--- src/swrg_pkg.sv ---
`timescale 1ns / 1ps

package swrg_pkg;

  localparam int unsigned TIME_W = 32;

  // Threshold value loaded at reset.
  localparam logic [TIME_W-1:0] THRESHOLD_RESET = 32'd7;

  // One check request.
  typedef struct packed {
    logic [TIME_W-1:0] check_time;
    logic [TIME_W-1:0] store_time;
    logic              event_pending;
  } swrg_in_t;

  // One gate decision.
  typedef struct packed {
    logic allowed;
    logic clear_event;
  } swrg_out_t;

endpackage

--- src/sliding_window_event_rate_gate.sv ---
`timescale 1ns / 1ps

// Sliding-window event rate gate.
//
// Input channel (in_valid / in_ready / in_data) carries one check request per
// transaction: check time, store time and the pending-event flag. The result
// channel (out_valid / out_ready / out_data) returns exactly one decision per
// request, in order: allowed, and clear_event when the event must be cleared.
// The window threshold is written through cfg_wr_en / cfg_wr_data; the user
// must write it only while the block is idle; the block does not enforce it.
//
// A request that is accepted sits in the input register; its result is then
// computed from there and written into the output register, where the
// receiver can take it. A stalled receiver can hold it in the input register.
// Throughput is one request per cycle while the receiver does not stall; the
// window test, index update and stamp write all happen in the same cycle,
// between the input register and the output register.
// Reset (synchronous, rst_n low) empties the history, clears the slot index
// and loads the threshold with 7. When the receiver stalls, the result is
// held in the output register and one more request still enters the input
// register before in_ready drops.
module sliding_window_event_rate_gate import swrg_pkg::*; #(
  parameter int unsigned HISTORY_DEPTH = 5
) (
  input  logic              clk,
  input  logic              rst_n,
  input  logic              in_valid,
  output logic              in_ready,
  input  swrg_in_t          in_data,
  output logic              out_valid,
  input  logic              out_ready,
  output swrg_out_t         out_data,
  input  logic              cfg_wr_en,
  input  logic [TIME_W-1:0] cfg_wr_data
);

  logic [TIME_W-1:0] threshold_r;
  swrg_in_t          s1_data_r;
  logic              s1_valid_r;
  logic              s1_go;
  logic              in_fire;
  swrg_out_t         core_result;
  swrg_out_t         out_data_r;
  logic              out_valid_r;
  logic              hist_full;

  // Pipeline handshakes.
  assign s1_go    = s1_valid_r && (!out_valid_r || out_ready);
  assign in_ready = !s1_valid_r || s1_go;
  assign in_fire  = in_valid && in_ready;

  // Threshold register.
  always_ff @(posedge clk) begin
    if (!rst_n) begin
      threshold_r <= THRESHOLD_RESET;
    end else if (cfg_wr_en) begin
      threshold_r <= cfg_wr_data;
    end
  end

  // Input register.
  always_ff @(posedge clk) begin
    if (!rst_n) begin
      s1_valid_r <= 1'b0;
    end else if (in_ready) begin
      s1_valid_r <= in_valid;
    end
  end

  always_ff @(posedge clk) begin
    if (in_fire) begin
      s1_data_r <= in_data;
    end
  end

  // Window logic and history state.
  swrg_core #(
    .HISTORY_DEPTH(HISTORY_DEPTH)
  ) u_core (
    .clk       (clk),
    .rst_n     (rst_n),
    .fire      (s1_go),
    .item      (s1_data_r),
    .threshold (threshold_r),
    .result    (core_result),
    .hist_full (hist_full)
  );

  // Output register.
  always_ff @(posedge clk) begin
    if (!rst_n) begin
      out_valid_r <= 1'b0;
    end else if (s1_go) begin
      out_valid_r <= 1'b1;
    end else if (out_ready) begin
      out_valid_r <= 1'b0;
    end
  end

  always_ff @(posedge clk) begin
    if (s1_go) begin
      out_data_r <= core_result;
    end
  end

  assign out_valid = out_valid_r;
  assign out_data  = out_data_r;

  // A clear request is only ever issued for an allowed transaction.
  a_clear_implies_allowed: assert property (@(posedge clk) disable iff (!rst_n)
    out_valid_r |-> (!out_data_r.clear_event || out_data_r.allowed))
    else $error("clear_event issued for a refused transaction");

  // Once the history has filled it stays full until reset.
  a_full_sticky: assert property (@(posedge clk) disable iff (!rst_n)
    hist_full |=> hist_full)
    else $error("history-full flag dropped without reset");

  // While the history is not full every transaction is allowed.
  a_allow_when_not_full: assert property (@(posedge clk) disable iff (!rst_n)
    (s1_go && !hist_full) |=> out_data_r.allowed)
    else $error("transaction refused before history was full");

endmodule

--- src/swrg_core.sv ---
`timescale 1ns / 1ps

module swrg_core import swrg_pkg::*; #(
  parameter int unsigned HISTORY_DEPTH = 5
) (
  input  logic              clk,
  input  logic              rst_n,
  input  logic              fire,
  input  swrg_in_t          item,
  input  logic [TIME_W-1:0] threshold,
  output swrg_out_t         result,
  output logic              hist_full
);

  localparam int unsigned IDX_W = (HISTORY_DEPTH > 1) ? $clog2(HISTORY_DEPTH) : 1;
  localparam logic [IDX_W-1:0] LAST_IDX = IDX_W'(HISTORY_DEPTH - 1);

  // The timestamp history is kept as a shift line: tap 0 holds the newest
  // stamp and the last tap holds the oldest one, which is the slot after the
  // current slot index in ring order.
  logic [TIME_W-1:0] taps_r [HISTORY_DEPTH];
  logic [IDX_W-1:0]  slot_idx_r;
  logic [IDX_W-1:0]  slot_idx_nxt;
  logic              full_r;
  logic              full_nxt;
  logic [TIME_W-1:0] age;
  logic              refuse;
  logic              wrap;

  // Window test against the oldest stamp, with a wrapping difference.
  always_comb begin
    age    = item.check_time - taps_r[HISTORY_DEPTH-1];
    refuse = full_r && (age <= threshold);
    result.allowed     = !refuse;
    result.clear_event = !refuse && item.event_pending;
  end

  // Slot index and history-full flag.
  always_comb begin
    wrap         = (slot_idx_r == LAST_IDX);
    slot_idx_nxt = slot_idx_r;
    full_nxt     = full_r;
    if (fire && !refuse && item.event_pending) begin
      slot_idx_nxt = wrap ? '0 : slot_idx_r + 1'b1;
      if (wrap) begin
        full_nxt = 1'b1;
      end
    end
  end

  always_ff @(posedge clk) begin
    if (!rst_n) begin
      slot_idx_r <= '0;
      full_r     <= 1'b0;
    end else begin
      slot_idx_r <= slot_idx_nxt;
      full_r     <= full_nxt;
    end
  end

  // Stamp history: an allowed request with a pending event pushes a new stamp
  // and drops the oldest; any other allowed request overwrites the newest stamp.
  // Stamps are only read once the history is full, so they need no reset.
  always_ff @(posedge clk) begin
    if (fire && !refuse) begin
      taps_r[0] <= item.store_time;
      if (item.event_pending) begin
        for (int i = 1; i < HISTORY_DEPTH; i++) begin
          taps_r[i] <= taps_r[i-1];
        end
      end
    end
  end

  assign hist_full = full_r;

endmodule

--- config.mk ---
export PLATFORM = sky130hd
export DESIGN_NAME = sliding_window_event_rate_gate
export DESIGN_NICKNAME = d
export VERILOG_FILES = /design/src/swrg_pkg.sv /design/src/sliding_window_event_rate_gate.sv /design/src/swrg_core.sv
export SDC_FILE = /design/constraint.sdc
export NUM_CORES = 1
export LEC_CHECK = 0
export ABC_AREA = 1
export BUFFER_PORTS_ARGS = -buffer_cell sky130_fd_sc_hd__buf_4
export CORE_AREA = 10 10 147 149
export CTS_CLUSTER_DIAMETER = 150
export CTS_CLUSTER_SIZE = 25
export DETAILED_ROUTE_END_ITERATION = 16
export DIE_AREA = 0 0 157 159
export PLACE_DENSITY = 0.79
export SETUP_SLACK_MARGIN = 0.1
export SYNTH_ARGS = -nofsm -noshare
export SYNTH_HDL_FRONTEND = slang
export SYNTH_SLANG_ARGS = --single-unit
--- constraint.sdc ---
create_clock -name clk -period 7 [get_ports clk]
set_clock_uncertainty 0.1 [all_clocks]
set_input_delay 1.75 -clock clk [delete_from_list [all_inputs] [get_ports clk]]
set_output_delay 1.75 -clock clk [all_outputs]
set_load 0.05 [all_outputs]
; ---- Word-level counts from Yosys, hierarchy flattened
; Memories as Yosys holds them, arrays and structs flattened.
; Index checks and enable logic that the tools add are counted.
[op_classes]
shift = 0
mux = 8
add_sub_neg = 2
n_reduce_logical = 13
eq_ne = 1
bitwise = 0
n_lt_le_gt_ge = 1
div_mod_pow = 0
n_mul = 0
[op_table]
columns = op, n
row1 = $le 32x32->1, 1
row2 = $sub 32x32->32, 1
row3 = $mux 1, 7
row4 = $logic_and 1x1->1, 6
row5 = $add 3x1->3 const B, 1
row6 = $eq 3x3->1 const B, 1
row7 = $logic_not 1->1, 3
row8 = $mux 3, 1
row9 = $logic_or 1x1->1, 2
row10 = $reduce_and 2->1, 1
row11 = $reduce_bool 2->1, 1
[word_totals]
mem_count = 1
elab_cells = 36
ff_bits = 105
out_inout_bits = 4
inputBits = 102
latch_bits = 0
romBits = 0
ramBits = 160
[memory_table]
columns = memory, words, width, read_ports, rd_clocked_by_memory_dff, wr, line
row1 = u_core.taps_r, 5, 32, 5, 0, 5, swrg_core.sv:21  ; logic [TIME_W-1:0] taps_r [HISTORY_DEPTH];

; ---- Longest topological paths before layout
; Gate-level depths: netlist of run 1.
[logic_depth]
ltp_word = 7
mapped_depth = 27
ltp_nobuf = 27

; ---- Hierarchy
; Synthesis of run 1 repeated with hierarchy kept, for this count alone.
[hier_totals]
cells_unflattened = 852
area_unflattened_um2 = 10921.7
[by_module_without_submodules]
columns = mod, instances, seq_area_each_um2, cells_each, area_per_inst_um2
row1 = swrg_core, 1, 4884.7, 634, 7704.9
row2 = sliding_window_event_rate_gate, 1, 2692.6, 218, 3216.8

; ---- Worst setup path after synthesis of run 1
; No wires, ideal clock.
[synth_timing]
path_type = register to register
start = memory u_core.taps_r[4][0], in the netlist u_core.taps_r[0][128]
end = memory u_core.taps_r[3][4], in the netlist u_core.taps_r[0][100], enable pin
required_time_ns = 6.420
stages_incl_launch_ff = 22
t_arrival_ns = 5.250
setup_slack_ns = 1.170
setup_ns = 0.480
period_less_slack_ns = 5.830
path_buffers = 0
path_cell_list = edfxtp_1 ha_1 fa_1 nand3b_1 nand2_2 a21boi_4 inv_2 nand3_1 nand3_2 a31oi_2 xor2_1 ha_1 nand2_1 nor2_1 nand2_1 nor2_1 nand2_1 nand2_1 nand2_2 nand2_4 nand3_2 inv_1
[synth_rtl]
columns = item, line
row1 = start: declaration, swrg_core.sv:21

==> qor.txt, run 1 <==
filler instances = 1356
mux cell area share after synthesis = 0%
Core Area = 0.01858 mm^2
hpwl dp = 13.48 mm
number of global-route vias before repair = 6064
Layout Nets = 1113
total CTS buffers = 14
initial antenna violation count = 0
post-synthesis sequential area ratio = 69.77%
critical path type = reg2reg
DR vias/cell = 5.062
peak supply drop = 0.0002910 V
min-delay worst type = reg2reg
row cnt = 50
RSZ-0062 raised after global routing = no
gr usage total = 14.33%
PortBufs = 105
Avg Inst Size Synth = 13.10 um^2
Post-CTS Repair Setup Buffers = 0
GPL Wtd Cong = 0.8921
CTS tree = done
final hold violation count = 0
H-Tree Depth = 1
Multi-input gate area = 0.002821 mm^2
DRT iter0 DRCs = 311
crit path time final = 4566 ps
relative slew slack = 26.40%
# Max-Cap Violations = 0
Max FO, Critical Path = 48
Cell variety after synth = 35
grt ovf = 0
Max Buffers Root-to-Sink = 3
Placed Cells = 1163
main combinational cell family by area after synthesis = compound AO/OA/AOI/OAI gates
power density cells = 242.5 mW/mm^2
post-route cell area = 0.01237 mm^2
period utilization = 65.23%
largest net degree at the start of global routing = 66
drt total wl = 17.79 mm
diodes inserted = 0
layout cells sized above 1 = 16.05%
hold_buf cts = 0
startpoint types = flop
Yosys Warn Count = 0
Seq cells post-synth = 265
clk slew on worst S/H paths = 90 ps
Leak = 4.906 nW
register area = 0.007577 mm^2
Initial Util = 58.45%
drt pass-1 iters = 4
type of destination of the critical path = flop
average wire per standard cell = 14.99 um
I/O pin count = 106
global-route wire length before repair = 29.38 mm
Mapped Cells = 829
die footprint = 0.02496 mm^2
drc violations = 0
synthesized-area fraction occupied by and/or/nand/nor cells = 6.820%
Worst Max-Slew Pin Slew = 1101 ps
clock latency on the worst-skew pair = 480 ps
fin. max-slew vios = 0
Req. time, crit path = 7010 ps
DR vias = 6009
DP Area = 0.01195 mm^2
CTS root buffer = clkbuf_16
clk sinks = 265
fin cells = 1187
Cell Area, Synth = 0.01086 mm^2
post-synth net total = 997
die width = 157 um
f_max = 219.0 MHz
setup_tns = 0 ps
crit path DAT = 4570 ps
WHS = 310.1 ps
Die Ht = 159 um
adder-cell share of the synthesized area = 7.673%
post-synthesis xor/xnor area fraction = 2.500%
outcome = complete, no violations
Final setup viols = 0
Layout area overhead = 13.88%
Resize count post-CTS = 0
Synth Area in Compound Gates = 8.882%
antenna-violating nets left = 0
logic make-up after synthesis:
group           Yosys count
compound gates          169
xor+xnor                 31
fa+ha+maj                66
buf+inv                 126
flops                   265
simple gates            172
metrics by stage:
stage,worst slack (ps),total power [mW],utilization (%)
final,2434,2.999,66.57
after global routing,1991,3.148,66.57
after CTS,2364,3.038,66.57
after detailed placement,2396,2.190,64.32
after global placement,2555,2.177,64.32
after floorplan,1170,2.073,-
registers in the layout, indices dropped and copies added (netlist names):
signal             flops
s1_data_r             65
u_core.hist_full       1
out_data               2
threshold_r           32
out_valid              1
s1_valid_r             1
u_core.slot_idx_r      3
u_core.taps_r        160
Yosys cell counts (all sizes together):
library cell	n	area share (%)
edfxtp	227	63
inv	117	4.0
nand2	95	3.4
a21oi	93	4.6
ha	65	7.5
o21ai	56	2.8
nor2	49	1.7
dfxtp	38	7.0
xor2	19	1.5
nand3	14	0.83
xnor2	12	0.97
clkbuf	9	0.31
nand4	7	0.40
a31oi	5	0.40
o21bai	4	0.28
a21boi	3	0.31
a21o	3	0.21
nor3	3	0.14
o21a	3	0.21
nand3b	2	0.14
o221ai	2	0.16
fa	1	0.18
nor4	1	0.12
or2	1	0.058
cell usage in the layout (no fill, tap or decap), types with 4 or more instances in the layout:
master	count
ha_1	65
nand3_2	4
o21bai_1	4
o21ai_0	51
dfxtp_1	38
clkbuf_1	8
nand4_1	7
nand3_1	10
edfxtp_1	227
clkbuf_16	15
nand2_2	4
a21oi_1	87
nand2_1	90
inv_1	113
nor2_1	49
xor2_1	19
a21oi_2	5
xnor2_1	12
buf_4	109
worst paths after layout:
check	start	end	slack (ps)	depth (start not counted)
max	u_core.taps_r[0][128]$_DFFE_PP_	u_core.taps_r[0][39]$_DFFE_PP_	2430	22
min	s1_data_r[4]$_DFFE_PP_	u_core.taps_r[0][3]$_DFFE_PP_	310	0
max reg2reg	u_core.taps_r[0][128]$_DFFE_PP_	u_core.taps_r[0][39]$_DFFE_PP_	2430	22
min reg2reg	s1_data_r[4]$_DFFE_PP_	u_core.taps_r[0][3]$_DFFE_PP_	310	0
power by group:
part / switching (mW) / internal [mW] / total (mW)
combinational: 0.204 / 0.145 / 0.348
sequential: 0.0194 / 1.78 / 1.80
clock: 0.442 / 0.405 / 0.847
total: 0.665 / 2.33 / 3.00
area by class of cell:
type                    instances  share of cell area [%]
repair buffers                109                   6.616
well taps                     234                   2.367
inverters                     117                   3.571
clock buffers                  23                   3.278
clock inverters                 1                 0.09105
flip-flops and latches        265                   61.26
multi-input cells             438                   22.81
routing by layer:
layer / share of wire [%] / track usage, % / wire (um)
met5: 0 / 0 / 0
met4: 1.6 / 3.605 / 280
met3: 5.3 / 3.184 / 948
met2: 48 / 23.71 / 8515
met1: 45 / 18.69 / 8050
worst max-delay path, cell delays in order (launching register included):
cell and delay, ps:
edfxtp_1 390, ha_1 220, fa_1 400, nand3b_1 190, nand2_2 140, a21boi_4 90, inv_2 60, nand3_1 70
nand3_2 130, a31oi_2 100, xor2_1 150, ha_1 280, nand2_1 60, nor2_1 150, nand2_1 90, nor2_1 140
nand2_1 70, nand2_1 70, nand2_2 100, nand2_4 100, nand3_2 140, inv_4 370, buf_4 560
(Power assumes the default switching activity.)
==> inputs of run 2 (changes only) <==
--- a/config.mk
+++ b/config.mk
@@ -7,12 +7,12 @@
 export LEC_CHECK = 0
 export ABC_AREA = 1
 export BUFFER_PORTS_ARGS = -buffer_cell sky130_fd_sc_hd__buf_4
-export CORE_AREA = 10 10 147 149
+export CORE_AREA = 10 10 155 157
 export CTS_CLUSTER_DIAMETER = 150
 export CTS_CLUSTER_SIZE = 25
 export DETAILED_ROUTE_END_ITERATION = 16
-export DIE_AREA = 0 0 157 159
-export PLACE_DENSITY = 0.79
+export DIE_AREA = 0 0 165 167
+export PLACE_DENSITY = 0.74
 export SETUP_SLACK_MARGIN = 0.1
 export SYNTH_ARGS = -nofsm -noshare
 export SYNTH_HDL_FRONTEND = slang
==> constraint.sdc (replaced) <==
create_clock -name clk -period 3.7 [get_ports clk]
set_clock_uncertainty 0.1 [all_clocks]
set_input_delay 0.925 -clock clk [delete_from_list [all_inputs] [get_ports clk]]
set_output_delay 0.925 -clock clk [all_outputs]
set_load 0.05 [all_outputs]
==> run 2 against run 1 <==
Compared with the run above:
- the run now ends with negative setup slack left
- final cell count increased by 11%
- flip-flop and latch count unchanged
- worst hold slack improved by 7.3 ps
- core utilization decreased by 1.1 points
- die area increased by 10%
- non-clock buffer count increased by 91
- combinational power increased by 150%
- count of clock-buffer cells in the layout decreased by 6
- critical path type unchanged
==> qor.txt, run 2 (synthesis gave the netlist of run 1 again) <==
layout cells sized above 1 = 27.33% (+11 points)
PortBufs = 105 (unchanged)
Req. time, crit path = 3870 ps (-3140 ps)
Max FO, Critical Path = 6 (-88%)
clock latency on the worst-skew pair = 500 ps (+20 ps)
average wire per standard cell = 15.88 um (+5.9%)
Final WS setup = -192.2 ps (-2626 ps)
relative slew slack = 51.87% (+25 points)
Max Buffers Root-to-Sink = 3 (unchanged)
CTS root buffer = clkbuf_16
period utilization = 105.2% (+40 points)
crit path time final = 3892 ps (-673.5 ps)
largest net degree at the start of global routing = 60 (-9.1%)
DP Area = 0.01258 mm^2 (+5.3%)
grt ovf = 0 (unchanged)
Sw Pwr = 1.371 mW (+110%)
pre-CTS setup slack = -244.7 ps (-2641 ps)
crit path DAT = 4060 ps (-510 ps)
H-Tree Depth = 1 (unchanged)
final core utilization = 65.52% (-1.1 points)
DR vias = 6425 (+6.9%)
# Max-Cap Violations = 0 (unchanged)
Final setup viols = 160 (+160)
internal power = 4.499 mW (+93%)
most frequent cells in the layout = 227 x edfxtp_1, 175 x buf_4, 112 x inv_1
Initial Util = 52.16% (-6.3 points)
Leak = 5.447 nW (+11%)
power density cells = 430.3 mW/mm^2 (+77%)
Core Area = 0.02082 mm^2 (+12%)
die footprint = 0.02756 mm^2 (+10%)
hold_buf cts = 0 (unchanged)
row cnt = 53 (+6.0%)
number of global-route vias before repair = 6542 (+7.9%)
antenna-violating nets left = 0 (unchanged)
post-route cell area = 0.01364 mm^2 (+10%)
critical path, cell by cell = ha_4 -> buf_4 -> nand3b_1 -> nand2_2 -> a21oi_4 -> o21ai_4 -> inv_2 -> o21ai_2 -> buf_4 -> xor2_2 -> ha_1 -> a21oi_2 -> nand2_1 -> a21oi_2 -> nand2_1 -> nand2_1 -> nand2_1 -> nand2_2 -> nand2_4 -> nand3_4 -> clkinvlp_4 -> buf_8 -> clkbuf_16
setup_tns = -25140 ps (-25140 ps)
startpoint types = flop
max FFs per register = 160 (unchanged)
filler instances = 1551 (+14%)
global-route wire length before repair = 31.49 mm (+7.2%)
I/O pin count = 106 (unchanged)
fin. max-slew vios = 0 (unchanged)
drt pass-1 iters = 4 (unchanged)
Worst Hold Launch = u_core.taps_r[0][113]$_DFFE_PP_
GPL Wtd Cong = 0.8342 (-6.5%)
diodes inserted = 0 (unchanged)
Critical R2R Launch = u_core.taps_r[0][128]$_DFFE_PP_
CP peak stage delay = 460 ps (-100 ps)
register area = 0.007577 mm^2 (unchanged)
failing checks = negative setup slack
critical path type = reg2reg
Top reg by flops = u_core.taps_r
Layout Nets = 1204 (+8.2%)
type of destination of the critical path = flop
largest registers = u_core.taps_r (160), s1_data_r (65), threshold_r (32)
Die Ht = 167 um (+5.0%)
clk sinks = 265 (unchanged)
Multi-input gate area = 0.003070 mm^2 (+8.8%)
f_max = 256.9 MHz (+17%)
total CTS buffers = 14 (unchanged)
initial antenna violation count = 0 (unchanged)
Critical Path Start = u_core.taps_r[0][128]$_DFFE_PP_
outcome = finished with violations
RSZ-0062 raised after global routing = yes
final hold violation count = 0 (unchanged)
drt total wl = 20.87 mm (+17%)
commonest non-fill, non-tap cell in the layout = edfxtp_1
hpwl dp = 14.42 mm (+7.0%)
switching share of power = 23.35% (+1.2 points)
CP max stage cell = edfxtp_1
peak supply drop = 0.0005900 V (+100%)
Reg power frac = 58.1% (-2.0 points)
min-delay worst type = reg2reg
clock power share = 27.1% (-1.1 points)
Layout area overhead = 25.61%
CTS tree = done
WHS = 317.4 ps (+7.343 ps)
Worst Max-Slew Pin Slew = 721.9 ps (-379.3 ps)
clk slew on worst S/H paths = 100 ps (about the same)
gr usage total = 14.14% (-0.19 points)
DR vias/cell = 4.890 (-3.4%)
DRT iter0 DRCs = 381 (+23%)
most frequent CP cell = nand2_1
drc violations = 0 (unchanged)
Gate power share = 14.8% (+3.2 points)
die width = 165 um (+5.1%)
-- run 2: changes by cell type in the layout (fill, tap and decap cells not counted), sizes merged --
cell | before | now
buf | 109 | 193
clkbuf | 23 | 24
clkinv | 0 | 1
clkinvlp | 0 | 1
inv | 118 | 117
-- run 2: per-stage QoR --
stage / total power, mW / std cells
finish: 5.869 / 1314
global route: 6.132 / 1314
CTS: 5.844 / 1301
detailed placement: 4.238 / 1267
global placement: 4.212 / 1267
floorplan: 3.924 / 829
-- run 2: timing repair --
| action | CTS | global route |
|---|---|---|
| pin swaps | 5 | 29 |
| gates cloned | 4 | 10 |
| setup endpoints to repair | 160 | 166 |
| gates resized for setup | 10 | 39 |
| endpoints found under the hold margin | 0 | 0 |
| buffers inserted | 12 | 6 |
-- run 2: area by class of cell --
cell class,instances,area share (%)
repair buffers,200,13.33
clock inverters,2,0.2018
clock buffers,17,2.651
multi-input cells,438,22.51
flip-flops and latches,265,55.54
inverters,117,3.247
well taps,275,2.522
-- run 2: path summary, 6_finish.rpt --
path | endpoint | slack [ps] | depth (start not counted)
worst min-delay path | u_core.taps_r[0][145]$_DFFE_PP_ | 320 | 0
worst max register to register | u_core.taps_r[0][33]$_DFFE_PP_ | -190 | 23
worst min register to register | u_core.taps_r[0][145]$_DFFE_PP_ | 320 | 0
worst max-delay path | u_core.taps_r[0][33]$_DFFE_PP_ | -190 | 23
-- run 2: power groups by stage --
stage,logic (mW),registers (mW),clock network [mW]
floorplan,0.448,3.48,0
global placement,0.741,3.47,0
detailed placement,0.759,3.48,0
CTS,0.802,3.41,1.63
global route,0.970,3.42,1.74
finish,0.868,3.41,1.59
-- run 2: critical path: cells and delay by family (launching register included) --
family | cells | cell delay (ps)
buffers and inverters | 6 | 900
and+or+nand+nor | 9 | 810
AOI/OAI and AO/OA | 5 | 760
adders and majority gates | 2 | 480
DFF | 1 | 460
xor gates and xnor gates | 1 | 140
-- run 2: per-layer routing --
metal	GRT usage, %	vias to the layer above	wire [um]
li1	-	3300	-
met5	0	-	0
met2	24.28	115	10590
met1	17.70	2974	8866
met3	2.613	36	914
met4	4.083	0	496
==> inputs of run 3 (changes only) <==
--- a/config.mk
+++ b/config.mk
@@ -8,6 +8,7 @@
 export ABC_AREA = 1
 export BUFFER_PORTS_ARGS = -buffer_cell sky130_fd_sc_hd__buf_4
 export CORE_AREA = 10 10 155 157
+export CTS_BUF_LIST = sky130_fd_sc_hd__clkbuf_8 sky130_fd_sc_hd__clkbuf_16
 export CTS_CLUSTER_DIAMETER = 150
 export CTS_CLUSTER_SIZE = 25
 export DETAILED_ROUTE_END_ITERATION = 16
==> run 3 against run 2 <==
Compared with the run above:
- the flow still finishes with violations (negative setup slack)
- count of clock-buffer cells in the layout fell by 3
- worst hold slack about the same
- non-clock buffer count unchanged
- first-iteration DRC count decreased by 0.26%
- flip-flop and latch count stayed put
- critical path type unchanged
==> qor.txt, run 3 (synthesis gave the netlist of run 1 again) <==
clk sinks = 265 (unchanged)
pre-CTS setup slack = -244.7 ps (unchanged)
Multi-input gate area = 0.003070 mm^2 (unchanged)
Final WS setup = -193.0 ps (-0.7910 ps)
Layout area overhead = 25.61% (unchanged)
final core utilization = 65.52% (unchanged)
Max FO, Critical Path = 6 (unchanged)
relative slew slack = 51.87% (unchanged)
Gate power share = 14.8% (about the same)
die footprint = 0.02756 mm^2 (unchanged)
Leak = 5.459 nW (+0.23%)
# Max-Cap Violations = 0 (unchanged)
global-route wire length before repair = 31.49 mm (unchanged)
GPL Wtd Cong = 0.8342 (unchanged)
crit path DAT = 4060 ps (about the same)
largest net degree at the start of global routing = 60 (unchanged)
critical path type = reg2reg
average wire per standard cell = 15.87 um (about the same)
Final setup viols = 160 (unchanged)
clk slew on worst S/H paths = 100 ps (about the same)
initial antenna violation count = 0 (unchanged)
post-route cell area = 0.01364 mm^2 (unchanged)
die width = 165 um (unchanged)
crit path time final = 3893 ps (+0.7910 ps)
clock latency on the worst-skew pair = 500 ps (about the same)
commonest non-fill, non-tap cell in the layout = edfxtp_1
drt pass-1 iters = 5 (+1)
hold path depth = 0 (unchanged)
fin. max-slew vios = 0 (unchanged)
most frequent cells in the layout = 227 x edfxtp_1, 175 x buf_4, 115 x inv_1
final hold violation count = 0 (unchanged)
Req. time, crit path = 3870 ps (about the same)
startpoint types = flop
Max Buffers Root-to-Sink = 3 (unchanged)
I/O pin count = 106 (unchanged)
PortBufs = 105 (unchanged)
gr usage total = 14.14% (unchanged)
peak supply drop = 0.0005912 V (+0.22%)
outcome = finished with violations
filler instances = 1551 (unchanged)
DP Area = 0.01258 mm^2 (unchanged)
period utilization = 105.2% (about the same)
drt total wl = 20.85 mm (about the same)
failing checks = negative setup slack
DR vias/cell = 4.900 (+0.22%)
min-delay worst type = reg2reg
Layout Nets = 1204 (unchanged)
hold_buf cts = 0 (unchanged)
Initial Util = 52.16% (unchanged)
R2R cell count = 23 (unchanged)
setup_tns = -25210 ps (-72.70 ps)
total CTS buffers = 14 (unchanged)
drc violations = 0 (unchanged)
register area = 0.007577 mm^2 (unchanged)
hpwl dp = 14.42 mm (unchanged)
Reg power frac = 58.2% (about the same)
power density cells = 429.8 mW/mm^2 (about the same)
Die Ht = 167 um (unchanged)
number of global-route vias before repair = 6536 (-0.092%)
row cnt = 53 (unchanged)
internal power = 4.491 mW (-0.18%)
type of destination of the critical path = flop
Sw Pwr = 1.373 mW (+0.17%)
DR vias = 6439 (+0.22%)
RSZ-0062 raised after global routing = yes
WHS = 317.3 ps (-0.1410 ps)
layout cells sized above 1 = 27.33% (unchanged)
DRT iter0 DRCs = 380 (-0.26%)
grt ovf = 0 (unchanged)
H-Tree Depth = 1 (unchanged)
antenna-violating nets left = 0 (unchanged)
largest registers = u_core.taps_r (160), s1_data_r (65), threshold_r (32)
switching share of power = 23.41% (+0.063 points)
Top reg by flops = u_core.taps_r
f_max = 256.9 MHz (about the same)
diodes inserted = 0 (unchanged)
CTS tree = done
Core Area = 0.02082 mm^2 (unchanged)
clock power share = 27.0% (about the same)
max FFs per register = 160 (unchanged)
CTS root buffer = clkbuf_16
Worst Max-Slew Pin Slew = 721.9 ps (-0.0005364 ps)
## run 3: power groups by stage
stage	Combinational (mW)	Clock, mW	Sequential, mW
after floorplan	0.448	0	3.48
after global placement	0.741	0	3.47
after detailed placement	0.759	0	3.48
after CTS	0.802	1.62	3.41
after global routing	0.970	1.73	3.42
final	0.868	1.58	3.41
## run 3: layer usage
layer	track usage, %	routed length, um
met1	17.70	8806
met4	4.083	494
met3	2.613	939
met5	0	0
met2	24.28	10610
## run 3: critical path, cell delays in order, from the launching register on
cell and delay [ps]:
edfxtp_1 460, ha_4 200, buf_4 120, nand3b_1 160, nand2_2 100, a21oi_4 80, o21ai_4 210, inv_2 70
o21ai_2 180, buf_4 140, xor2_2 140, ha_1 280, a21oi_2 160, nand2_1 80, a21oi_2 130, nand2_1 90
nand2_1 70, nand2_1 50, nand2_2 110, nand2_4 70, nand3_4 80, clkinvlp_4 190, buf_8 210, clkbuf_16 170
## run 3: per-stage QoR
| stage | power [mW] | instances |
|---|---|---|
| 4_1_cts | 5.837 | 1301 |
| 2_1_floorplan | 3.924 | 829 |
| 3_5_place_dp | 4.238 | 1267 |
| 5_1_grt | 6.124 | 1314 |
| 6_report | 5.864 | 1314 |
| 3_3_place_gp | 4.212 | 1267 |
## run 3: path summary, 6_finish.rpt
path                                                       from                               to  slack (ps)
worst max-delay path            u_core.taps_r[0][128]$_DFFE_PP_   u_core.taps_r[0][33]$_DFFE_PP_        -190
worst min-delay path            u_core.taps_r[0][113]$_DFFE_PP_  u_core.taps_r[0][145]$_DFFE_PP_         320
worst max register to register  u_core.taps_r[0][128]$_DFFE_PP_   u_core.taps_r[0][33]$_DFFE_PP_        -190
worst min register to register  u_core.taps_r[0][113]$_DFFE_PP_  u_core.taps_r[0][145]$_DFFE_PP_         320
## run 3: timing repair
item | 4_1_cts | 5_1_grt
buffers inserted | 12 | 6
gates cloned | 4 | 10
endpoints found under the setup margin | 160 | 166
resized for setup | 10 | 39
pin swaps | 5 | 29
## run 3: layout make-up
type                       instances  share of cell area (%)
tap                              275                   2.522
timing repair buffer             200                   13.33
multi-input combinational        438                   22.51
sequential                       265                   55.54
clock inverter                     5                  0.2843
clock buffer                      14                   2.568
inverter                         117                   3.247
